File: src/hdl/basr_pkg.sv
// ----------------------------------------------------------------------------
// Bus adapter register package
// Types, register indexes and bit masks shared by the register block.
// ----------------------------------------------------------------------------
`timescale 1ns / 1ps

package basr_pkg;

  typedef enum logic [1:0] {
    REQ_READ    = 2'd0,
    REQ_WRITE   = 2'd1,
    REQ_ACCESS  = 2'd2,
    REQ_CONFIRM = 2'd3
  } req_type_e;

  localparam logic [4:0] IDX_CFG     = 5'd0;
  localparam logic [4:0] IDX_CTL     = 5'd1;
  localparam logic [4:0] IDX_ERR     = 5'd13;
  localparam logic [4:0] IDX_TMO     = 5'd14;
  localparam logic [4:0] IDX_FAULT   = 5'd15;
  localparam logic [4:0] IDX_SILO    = 5'd16;
  localparam logic [4:0] IDX_MAINT   = 5'd17;

  localparam logic [31:0] CFG_WORD   = 32'h0040_0010;
  localparam logic [2:0]  CTL_RESET  = 3'b011;
  localparam logic [1:0]  CTL_OUT_EN = 2'd1;

  localparam logic [31:0] FS_RMASK   = 32'h031F_0000;
  localparam logic [31:0] FS_WMASK   = 32'h0314_0000;
  localparam logic [31:0] FS_W1C     = 32'h0008_0000;
  localparam logic [31:0] SC_RMASK   = 32'hFFFF_0000;
  localparam logic [31:0] SC_WMASK   = 32'h7FFF_0000;
  localparam logic [31:0] SC_LOCK    = 32'h8000_0000;
  localparam logic [31:0] MT_RMASK   = 32'hFFFF_FF00;
  localparam logic [31:0] MT_WMASK   = 32'hFFFF_F900;

  localparam logic [15:0] ER_RMASK   = 16'hFDFE;
  localparam logic [15:0] ER_CRDIE   = 16'h8000;
  localparam logic [15:0] ER_CRD     = 16'h4000;
  localparam logic [15:0] ER_TMO     = 16'h1000;
  localparam logic [15:0] ER_STA     = 16'h0C00;
  localparam logic [15:0] ER_CNF     = 16'h0100;
  localparam logic [15:0] ER_IBTMO   = 16'h0040;
  localparam logic [15:0] ER_IBCNF   = 16'h0008;
  localparam logic [15:0] ER_MULT    = 16'h0004;
  localparam logic [15:0] ER_W1C     = 16'h70C0;
  localparam logic [15:0] ER_TMO_GRP = ER_TMO | ER_STA | ER_CNF | ER_MULT;
  localparam logic [15:0] ER_IBT_GRP = ER_IBTMO | ER_STA | ER_IBCNF;

  typedef struct packed {
    req_type_e   req_type;
    logic [29:0] phys_addr;
    logic [31:0] write_data;
    logic        node_ok;
    logic        virt_ref;
    logic [1:0]  cur_mode;
  } req_t;

  typedef struct packed {
    logic [31:0] read_data;
    logic        access_ok;
    logic        crd_interrupt;
    logic        machine_check;
  } rsp_t;

endpackage

File: src/hdl/basr_regs.sv
// ----------------------------------------------------------------------------
// Bus adapter register file
// Holds the adapter registers and works out the result of one request word.
// ----------------------------------------------------------------------------
`timescale 1ns / 1ps

module basr_regs (
  input  logic           clk_i,
  input  logic           rst_ni,
  input  logic           req_en_i,
  input  basr_pkg::req_t req_i,
  input  logic           cfg_we_i,
  input  logic [31:0]    cfg_wdata_i,
  output basr_pkg::rsp_t rsp_o
);

  logic [31:0] fault_mask_q, fault_mask_d;
  logic [2:0]  ctl_q, ctl_d;
  logic [31:0] fault_q, fault_d;
  logic [31:0] silo_q, silo_d;
  logic [31:0] maint_q, maint_d;
  logic [15:0] err_q, err_d;
  logic [31:0] tmo_q, tmo_d;
  logic        crd_q, crd_d;

  logic [4:0]  idx;
  logic [15:0] wd_lo;
  logic [31:0] tmo_capture;

  assign idx         = req_i.phys_addr[6:2];
  assign wd_lo       = req_i.write_data[15:0];
  assign tmo_capture = {req_i.virt_ref ? req_i.cur_mode : 2'b00, req_i.virt_ref, 1'b0,
                        req_i.phys_addr[29:2]};

  always_comb begin
    fault_mask_d = cfg_we_i ? cfg_wdata_i : fault_mask_q;
    ctl_d        = ctl_q;
    fault_d      = fault_q;
    silo_d       = silo_q;
    maint_d      = maint_q;
    err_d        = err_q;
    tmo_d        = tmo_q;
    crd_d        = crd_q;
    rsp_o        = '0;

    case (req_i.req_type)
      basr_pkg::REQ_READ: begin
        case (idx)
          basr_pkg::IDX_CFG:   rsp_o.read_data = basr_pkg::CFG_WORD;
          basr_pkg::IDX_CTL:   rsp_o.read_data = {ctl_q, 29'd0};
          basr_pkg::IDX_ERR:   rsp_o.read_data = {16'd0, err_q & basr_pkg::ER_RMASK};
          basr_pkg::IDX_TMO:   rsp_o.read_data = tmo_q;
          basr_pkg::IDX_FAULT: rsp_o.read_data = fault_q & (basr_pkg::FS_RMASK | fault_mask_q);
          basr_pkg::IDX_SILO:  rsp_o.read_data = silo_q & basr_pkg::SC_RMASK;
          basr_pkg::IDX_MAINT: rsp_o.read_data = maint_q & basr_pkg::MT_RMASK;
          default:             rsp_o.read_data = '0;
        endcase
      end
      basr_pkg::REQ_WRITE: begin
        case (idx)
          basr_pkg::IDX_CTL: ctl_d = req_i.write_data[31:29];
          basr_pkg::IDX_ERR: begin
            err_d = (err_q & ~basr_pkg::ER_CRDIE) | (wd_lo & basr_pkg::ER_CRDIE);
            err_d = err_d & ~(wd_lo & basr_pkg::ER_W1C);
            if ((wd_lo & basr_pkg::ER_TMO) != '0) begin
              err_d = err_d & ~basr_pkg::ER_TMO_GRP;
            end
            if ((wd_lo & basr_pkg::ER_IBTMO) != '0) begin
              err_d = err_d & ~basr_pkg::ER_IBT_GRP;
            end
            crd_d = ((err_d & basr_pkg::ER_CRDIE) != '0) && ((err_d & basr_pkg::ER_CRD) != '0);
          end
          basr_pkg::IDX_FAULT: begin
            fault_d = (fault_q & ~basr_pkg::FS_WMASK) | (req_i.write_data & basr_pkg::FS_WMASK);
            fault_d = fault_d & ~(req_i.write_data & basr_pkg::FS_W1C);
          end
          basr_pkg::IDX_SILO: begin
            silo_d = (silo_q & ~(basr_pkg::SC_LOCK | basr_pkg::SC_WMASK))
                   | (req_i.write_data & basr_pkg::SC_WMASK);
          end
          basr_pkg::IDX_MAINT: begin
            maint_d = (maint_q & ~basr_pkg::MT_WMASK) | (req_i.write_data & basr_pkg::MT_WMASK);
          end
          default: ;
        endcase
      end
      basr_pkg::REQ_ACCESS: begin
        if (ctl_q[basr_pkg::CTL_OUT_EN] && req_i.node_ok) begin
          rsp_o.access_ok = 1'b1;
        end else if ((err_q & basr_pkg::ER_TMO) == '0) begin
          tmo_d = tmo_capture;
          err_d = err_q | basr_pkg::ER_TMO;
        end else begin
          err_d = err_q | basr_pkg::ER_MULT;
        end
      end
      default: begin
        if ((err_q & basr_pkg::ER_CNF) != '0) begin
          err_d = err_q | basr_pkg::ER_MULT;
        end else begin
          err_d = err_q | basr_pkg::ER_CNF;
        end
        rsp_o.machine_check = 1'b1;
      end
    endcase

    rsp_o.crd_interrupt = crd_d;
  end

  always_ff @(posedge clk_i or negedge rst_ni) begin
    if (!rst_ni) begin
      fault_mask_q <= '0;
      ctl_q        <= basr_pkg::CTL_RESET;
      fault_q      <= '0;
      silo_q       <= '0;
      maint_q      <= '0;
      err_q        <= '0;
      tmo_q        <= '0;
      crd_q        <= 1'b0;
    end else begin
      fault_mask_q <= fault_mask_d;
      if (req_en_i) begin
        ctl_q   <= ctl_d;
        fault_q <= fault_d;
        silo_q  <= silo_d;
        maint_q <= maint_d;
        err_q   <= err_d;
        tmo_q   <= tmo_d;
        crd_q   <= crd_d;
      end
    end
  end

endmodule

File: src/hdl/bus_adapter_status_registers.sv
// Bus adapter status register block. Each accepted request word (register
// read, register write, outbound bus access or error confirm) produces exactly
// one result word, presented from an output register in the cycle after
// acceptance. A new request can be accepted every cycle; requests are held off
// only while that output register is full and the downstream side stalls.
// The user must load the fault read mask via cfg_we_i and cfg_wdata_i while idle; the block does not enforce it.
// ----------------------------------------------------------------------------
// Bus adapter status registers
// Top level: request handshake, register file and result register.
// ----------------------------------------------------------------------------
`timescale 1ns / 1ps

module bus_adapter_status_registers (
  input  logic        clk_i,
  input  logic        rst_ni,
  input  logic        cfg_we_i,
  input  logic [31:0] cfg_wdata_i,
  input  logic        in_valid_i,
  output logic        in_stall_o,
  input  logic [1:0]  req_type_i,
  input  logic [29:0] phys_addr_i,
  input  logic [31:0] write_data_i,
  input  logic        node_ok_i,
  input  logic        virt_ref_i,
  input  logic [1:0]  cur_mode_i,
  output logic        out_valid_o,
  input  logic        out_stall_i,
  output logic [31:0] read_data_o,
  output logic        access_ok_o,
  output logic        crd_interrupt_o,
  output logic        machine_check_o
);

  basr_pkg::req_t req;
  basr_pkg::rsp_t rsp;
  basr_pkg::rsp_t rsp_q;
  logic           out_valid_q, out_valid_d;
  logic           accept;

  assign in_stall_o  = out_valid_q && out_stall_i;
  assign accept      = in_valid_i && !in_stall_o;
  assign out_valid_d = accept || (out_valid_q && out_stall_i);

  assign req.req_type   = basr_pkg::req_type_e'(req_type_i);
  assign req.phys_addr  = phys_addr_i;
  assign req.write_data = write_data_i;
  assign req.node_ok    = node_ok_i;
  assign req.virt_ref   = virt_ref_i;
  assign req.cur_mode   = cur_mode_i;

  basr_regs u_regs (
    .clk_i       (clk_i),
    .rst_ni      (rst_ni),
    .req_en_i    (accept),
    .req_i       (req),
    .cfg_we_i    (cfg_we_i),
    .cfg_wdata_i (cfg_wdata_i),
    .rsp_o       (rsp)
  );

  always_ff @(posedge clk_i or negedge rst_ni) begin
    if (!rst_ni) begin
      out_valid_q <= 1'b0;
    end else begin
      out_valid_q <= out_valid_d;
    end
  end

  always_ff @(posedge clk_i) begin
    if (accept) begin
      rsp_q <= rsp;
    end
  end

  assign out_valid_o     = out_valid_q;
  assign read_data_o     = rsp_q.read_data;
  assign access_ok_o     = rsp_q.access_ok;
  assign crd_interrupt_o = rsp_q.crd_interrupt;
  assign machine_check_o = rsp_q.machine_check;

endmodule

File: config.mk
export PLATFORM = sky130hd
export DESIGN_NAME = bus_adapter_status_registers
export DESIGN_NICKNAME = d
export VERILOG_FILES = /design/src/hdl/basr_pkg.sv /design/src/hdl/basr_regs.sv /design/src/hdl/bus_adapter_status_registers.sv
export SDC_FILE = /design/constraint.sdc
export NUM_CORES = 1
export LEC_CHECK = 0
export CAP_MARGIN = 0
export CORE_MARGIN = 3
export CORE_UTILIZATION = 56
export DETAILED_ROUTE_END_ITERATION = 6
export DONT_BUFFER_PORTS = 1
export PLACE_DENSITY = 0.8
export SETUP_SLACK_MARGIN = 0.3
export SYNTH_ARGS = -nofsm -noshare
export SYNTH_HDL_FRONTEND = slang
export SYNTH_HIERARCHICAL = 1
export SYNTH_SLANG_ARGS = --single-unit
File: constraint.sdc
create_clock -name clk_i -period 2.9 [get_ports clk_i]
set_clock_uncertainty 0.15 [all_clocks]
set_input_delay 0.145 -clock clk_i [delete_from_list [all_inputs] [get_ports clk_i]]
set_output_delay 0.145 -clock clk_i [all_outputs]
set_load 0.01 [all_outputs]
# ---- Word-level counts from Yosys, hierarchy flattened
# Cells that the tools add are included.
# Widths: inputs -> output; s select.
dict set report op_classes {
  n_mux 15
  eq_ne 12
  n_reduce_logical 21
  bitwise_logic 12
}
# operator n
set ops {}
lappend ops {{$pmux 32 s7} 1}
lappend ops {{$and 32x32->32} 2}
lappend ops {{$mux 16} 4}
lappend ops {{$pmux 16 s3} 1}
lappend ops {{$not 20->32} 1}
lappend ops {{$or 11x32->32} 1}
lappend ops {{$or 32x26->32} 1}
lappend ops {{$or 16x31->31} 1}
lappend ops {{$mux 13} 2}
lappend ops {{$and 16x16->16} 1}
lappend ops {{$logic_not 16->1} 1}
lappend ops {{$not 15->16} 1}
lappend ops {{$or 15x16->16} 1}
lappend ops {{$eq 5x4->1 const B} 3}
lappend ops {{$mux 12} 1}
lappend ops {{$reduce_and 3->1} 4}
lappend ops {{$reduce_and 6->1} 2}
lappend ops {{$eq 5x5->1 const B} 2}
lappend ops {{$reduce_and 4->1} 2}
lappend ops {{$ne 2x2->1 const B} 3}
lappend ops {{$eq 5x1->1 const B} 1}
lappend ops {{$logic_not 5->1} 1}
lappend ops {{$reduce_and 5->1} 1}
lappend ops {{$logic_and 1x1->1} 4}
lappend ops {{13 further kinds} 18}
dict set report word_totals {
  output_inout_bits 37
  ff_bits 215
  word_cells 76
}

# ---- Longest topological paths before layout
dict set report depth {
  ltp_word 9
  mapped_depth 8
  ltp_nobuf 6
}

# ---- Hierarchy
# Netlist, hierarchy kept.
# module cells_each seq_area_each_um2 n_inst area_per_inst_um2
set by_module_without_submodules {}
lappend by_module_without_submodules {basr_regs 352 2279.7 1 4306.6}
lappend by_module_without_submodules {bus_adapter_status_registers 39 1076.0 1 1101.1}

# ---- Worst setup path after synthesis
# No wires, ideal clock.
dict set report synth_timing {
  kind {register to register}
  start {reg out_valid_q (netlist: out_valid_o)}
  end {reg u_regs.fault_q[18]}
  setup_time_ps 125
  path_stages_with_launch 5
  period_less_slack_ps 3006
  arrival_ps 2731
  path_buffers 0
  required_ps 2625
  slack_ps -106
  cell_sequence {dfrtp_1 > a21boi_2 > nand2_1 > nor3_1 > mux2_2}
}
dict set report synth_between {
  elab_chain_cells 4
}
# element line_no
set synth_rtl {}
lappend synth_rtl {{start: declaration} bus_adapter_status_registers.sv:37} ;# logic out_valid_q, out_valid_d;
lappend synth_rtl {{start signal: assignment} bus_adapter_status_registers.sv:65} ;# out_valid_q <= out_valid_d;
lappend synth_rtl {{$logic_and 1x1->1} bus_adapter_status_registers.sv:40} ;# assign in_stall_o = out_valid_q && out_stall_i;
lappend synth_rtl {{$logic_not 1->1} bus_adapter_status_registers.sv:41} ;# assign accept = in_valid_i && !in_stall_o;
lappend synth_rtl {{$logic_and 1x1->1} bus_adapter_status_registers.sv:41}
lappend synth_rtl {{named net accept} bus_adapter_status_registers.sv:38} ;# logic accept;
lappend synth_rtl {{$reduce_and 3->1 (no line)} n/a}
lappend synth_rtl {{end signal: assignment} basr_regs.sv:124} ;# fault_q <= fault_d;
lappend synth_rtl {{end: declaration} basr_regs.sv:19} ;# logic [31:0] fault_q, fault_d;
# The timed path passes the listed nets, and every way through them passes these cells.
# A chain may end at the register's enable or synchronous reset.

# ---- Worst setup path in the final report
dict set report layout_timing {
  start {reg out_valid_q (netlist: out_valid_o)}
  end {reg u_regs.fault_q[19]}
}
# Same word-level chain as after synthesis.

==> metrics.md <==
| Metric | Value |
|---|---|
| Status | finished, final reports clean |
| Total iterations of the first detailed-routing run | 5 |
| Compound-Gate Fraction of Synth Area | 0.0939 |
| Vias per std cell | between 6 and 7 |
| Total grt overflow | 0 |
| Fin crit share | 0.849 |
| Final Max Tran Viols | 0 |
| Die span in y | 104 µm |
| Yosys warnings | 6 |
| Routed Antenna Nets | 0 |
| Simple-gate area share of the yosys netlist | 0.0770 |
| Vias in the first global route | between 3000 and 4000 |
| Num ports | 142 |
| Final Critical Period | around 2.5 ns |
| Commonest cells after routing, fill and taps aside | dfrtp_1 (90), mux2_2 (68), dlygate4sd3_1 (66) |
| Worst slew margin | 0.433 |
| Initial antenna violation count | 1 |
| Number of port buffers | 0 |
| Drt total wl | around 13 mm |
| Syn Std Cell Area | 5410 µm² |
| Setup bufs post-CTS | 0 |
| Initial drt markers | between 400 and 500 |
| Crit path to | u_regs/fault_q[19]$_DFFE_PN0P_ |
| Std-Cell Rows | 35 |
| Htree depth | 4 |
| FILL cells | just under 600 |
| CTS Buffer Depth | 2 |
| Post-synth net total | 500 |
| VDD IR max | approximately 0.43 mV |
| Worst path arrival time | around 2.7 ns |
| Top cell type's share of synthesized area | 0.416 |
| CTS tree | done |
| Global Route Usage Sum | 0.255 |
| LEAKAGE | roughly 2.9 nW |
| Most common cell after layout, fill and taps aside | dfrtp_1 |
| Setup ws final | about 0.44 ns |
| Critical path peak fanout | 9 |
| Seq/Total Area, Yosys | 0.621 |
| Largest cells by area after synthesis | dfrtp_1 (42%), edfxtp_1 (19%), mux2_2 (14%), a222oi_1 (3.3%), mux2_4 (2.8%) |
| Final setup violating endpoints | 0 |
| Largest family of logic cells by synthesized area | multiplexers |
| WL/cell | about 22 µm |
| Internal reg-to-reg setup slack | approximately 0.44 ns |
| Layout Nets | ~570 |
| Skew-Pair Late Insertion Delay | slightly above 0.5 ns |
| PD cells | between 600 and 700 nW/µm² |
| Clock transition at path regs | ~0.07 ns |
| Synth cell types | 44 |
| DRC | 0 |
| CTS Root Cell | clkbuf_8 |
| Setup crit end kind | flop |
| Number of synthesized flops with an enable pin | 35 |
| Core ar. | 9330 µm² |
| R2r worst-path depth | 7 |
| Layout area overhead | 26.0% |
| Post-Synth XOR/XNOR Area | 0 |
| Post-Route Setup TNS | 0 ns |
| Post-synth top area cell | dfrtp_1 |
| Final hold vios | 0 |
| Clk sink count | roughly 130 |
| Mean post-synth cell area | between 10 and 15 µm² |
| Die width | around 100 µm |
| Maxcap violations | 0 |
| Gpl congestion | 0.805 |
| Synth Instances | about 390 |
| CP startpoint | out_valid_o$_DFF_PN0_ |
| WS Path Type | reg -> reg |
| Least-Margin Pin Slew | 0.844 ns |
| Share of post-route cells with drive strength above 1 | 0.286 |
| Mux contribution to synthesized area | 0.169 |
| Max Fclk | roughly 0.4 GHz |
| Critical register-to-register path startpoint | out_valid_o$_DFF_PN0_ |
| First-pass GRT wire length | roughly 21 mm |
| CP required | 3.14 ns |
| Largest net degree at the start of global routing | 93 |
| Post-Synth Adder-Cell Area | 0.00925 |
| Fraction of registers with async set/reset | 0.724 |
| Hold Path Class | in -> async |
| DR vias | 3676 |
| Cts repair resizes | 0 |
| RSZ-0062 raised after global routing | no |
| Startpoint Class | flop |
| DP HPWL | ~7.6 mm |
| Synthesized flop and latch total | between 100 and 150 |
| Top_reg_cell synth | dfrtp_1 |
| CTS Buf Count | 17 |
| Starting Density | 0.580 |
| DIE AREA | ~11000 µm² |
| Reg-to-Reg End | u_regs/fault_q[19]$_DFFE_PN0P_ |
| CTS Hold Buffers Added | 67 |
| Place WS | between 0.6 and 0.7 ns |
-- state kept, by name, summed over array words and instances, names as in the netlist --
register,flops
u_regs/maint_q,22
out_valid_o,1
u_regs/tmo_q,31
read_data_o,32
u_regs/silo_q,15
u_regs/err_q,14
machine_check_o,1
u_regs/fault_q,5
u_regs/ctl_q,3
crd_interrupt_o,1
access_ok_o,1
u_regs/crd_q,1
-- cell usage after synthesis, types with 8 or more instances --
cell type,instances
dfrtp_1,90
a22oi_1,10
mux2_2,68
buf_2,12
mux2_4,10
nor2_1,29
nand2_1,17
inv_1,9
o21ai_0,8
edfxtp_1,35
a222oi_1,18
a21oi_1,11
clkbuf_1,13
-- worst max-delay path: stages, from the launching register on --
cell and delay (ns):
dfrtp_1 0.46, a21boi_4 0.24, buf_4 0.23, nand2_1 0.17, nor3_1 0.23, buf_4 0.20
a21boi_0 0.09, dlygate4sd3_1 0.57
-- layout make-up --
type                       instances  area [µm²]  share of cell area
sequential                       127        3360               0.492
multi-input combinational        228        1910               0.281
timing repair buffer              79         791               0.116
clock buffer                      18         428              0.0628
tap                              129         161              0.0237
clock inverter                    14         129              0.0189
inverter                           9        33.8             0.00496
antenna                            1        2.50            0.000367
-- cells by family after synthesis --
family,after synthesis
flops,127
compound gates,66
mux,78
fa+ha+maj,4
buf+inv,36
simple gates,80
-- worst min path at each step --
stage,start,end,slack [ns]
2_1_floorplan,rst_ni,out_valid_o$_DFF_PN0_,-0.30
3_3_place_gp,rst_ni,u_regs/silo_q[27]$_DFFE_PN0P_,-0.30
3_5_place_dp,rst_ni,u_regs/tmo_q[27]$_DFFE_PN0P_,-0.30
4_1_cts,phys_addr_i[5],read_data_o[30]$_DFFE_PP_,0.003
5_1_grt,phys_addr_i[2],read_data_o[30]$_DFFE_PP_,0.02
6_report,rst_ni,u_regs/tmo_q[27]$_DFFE_PN0P_,0.04
-- where the power goes --
part	switching, W	leakage, nW	total [W]	internal (W)
clock	0.000813	0.279	0.00199	0.00117
sequential	0.000130	1.54	0.00217	0.00204
combinational	0.000179	1.05	0.000409	0.000230
total	0.00112	2.86	0.00456	0.00344
-- stage by stage --
step                      instance area, µm²  utilization  cells  power, W  hold WS [ns]
final                                   6810        0.731    605   0.00456        0.0416
after CTS                               6810        0.730    604   0.00457       0.00267
after detailed placement                5570        0.597    505   0.00247        -0.299
after global placement                  5570        0.597    505   0.00244        -0.298
after global routing                    6810        0.731    605   0.00472        0.0246
after floorplan                         5420            -    391   0.00239        -0.301
-- routing by layer --
metal / routed length [µm] / track usage / vias up
met5: 0 / 0 / -
met4: 336 / 0.110 / 0
met3: 943 / 0.0559 / 31
met2: 6650 / 0.409 / 201
met1: 5300 / 0.338 / 1842
li1: - / - / 1602
Power figures use the tool's default switching activity.
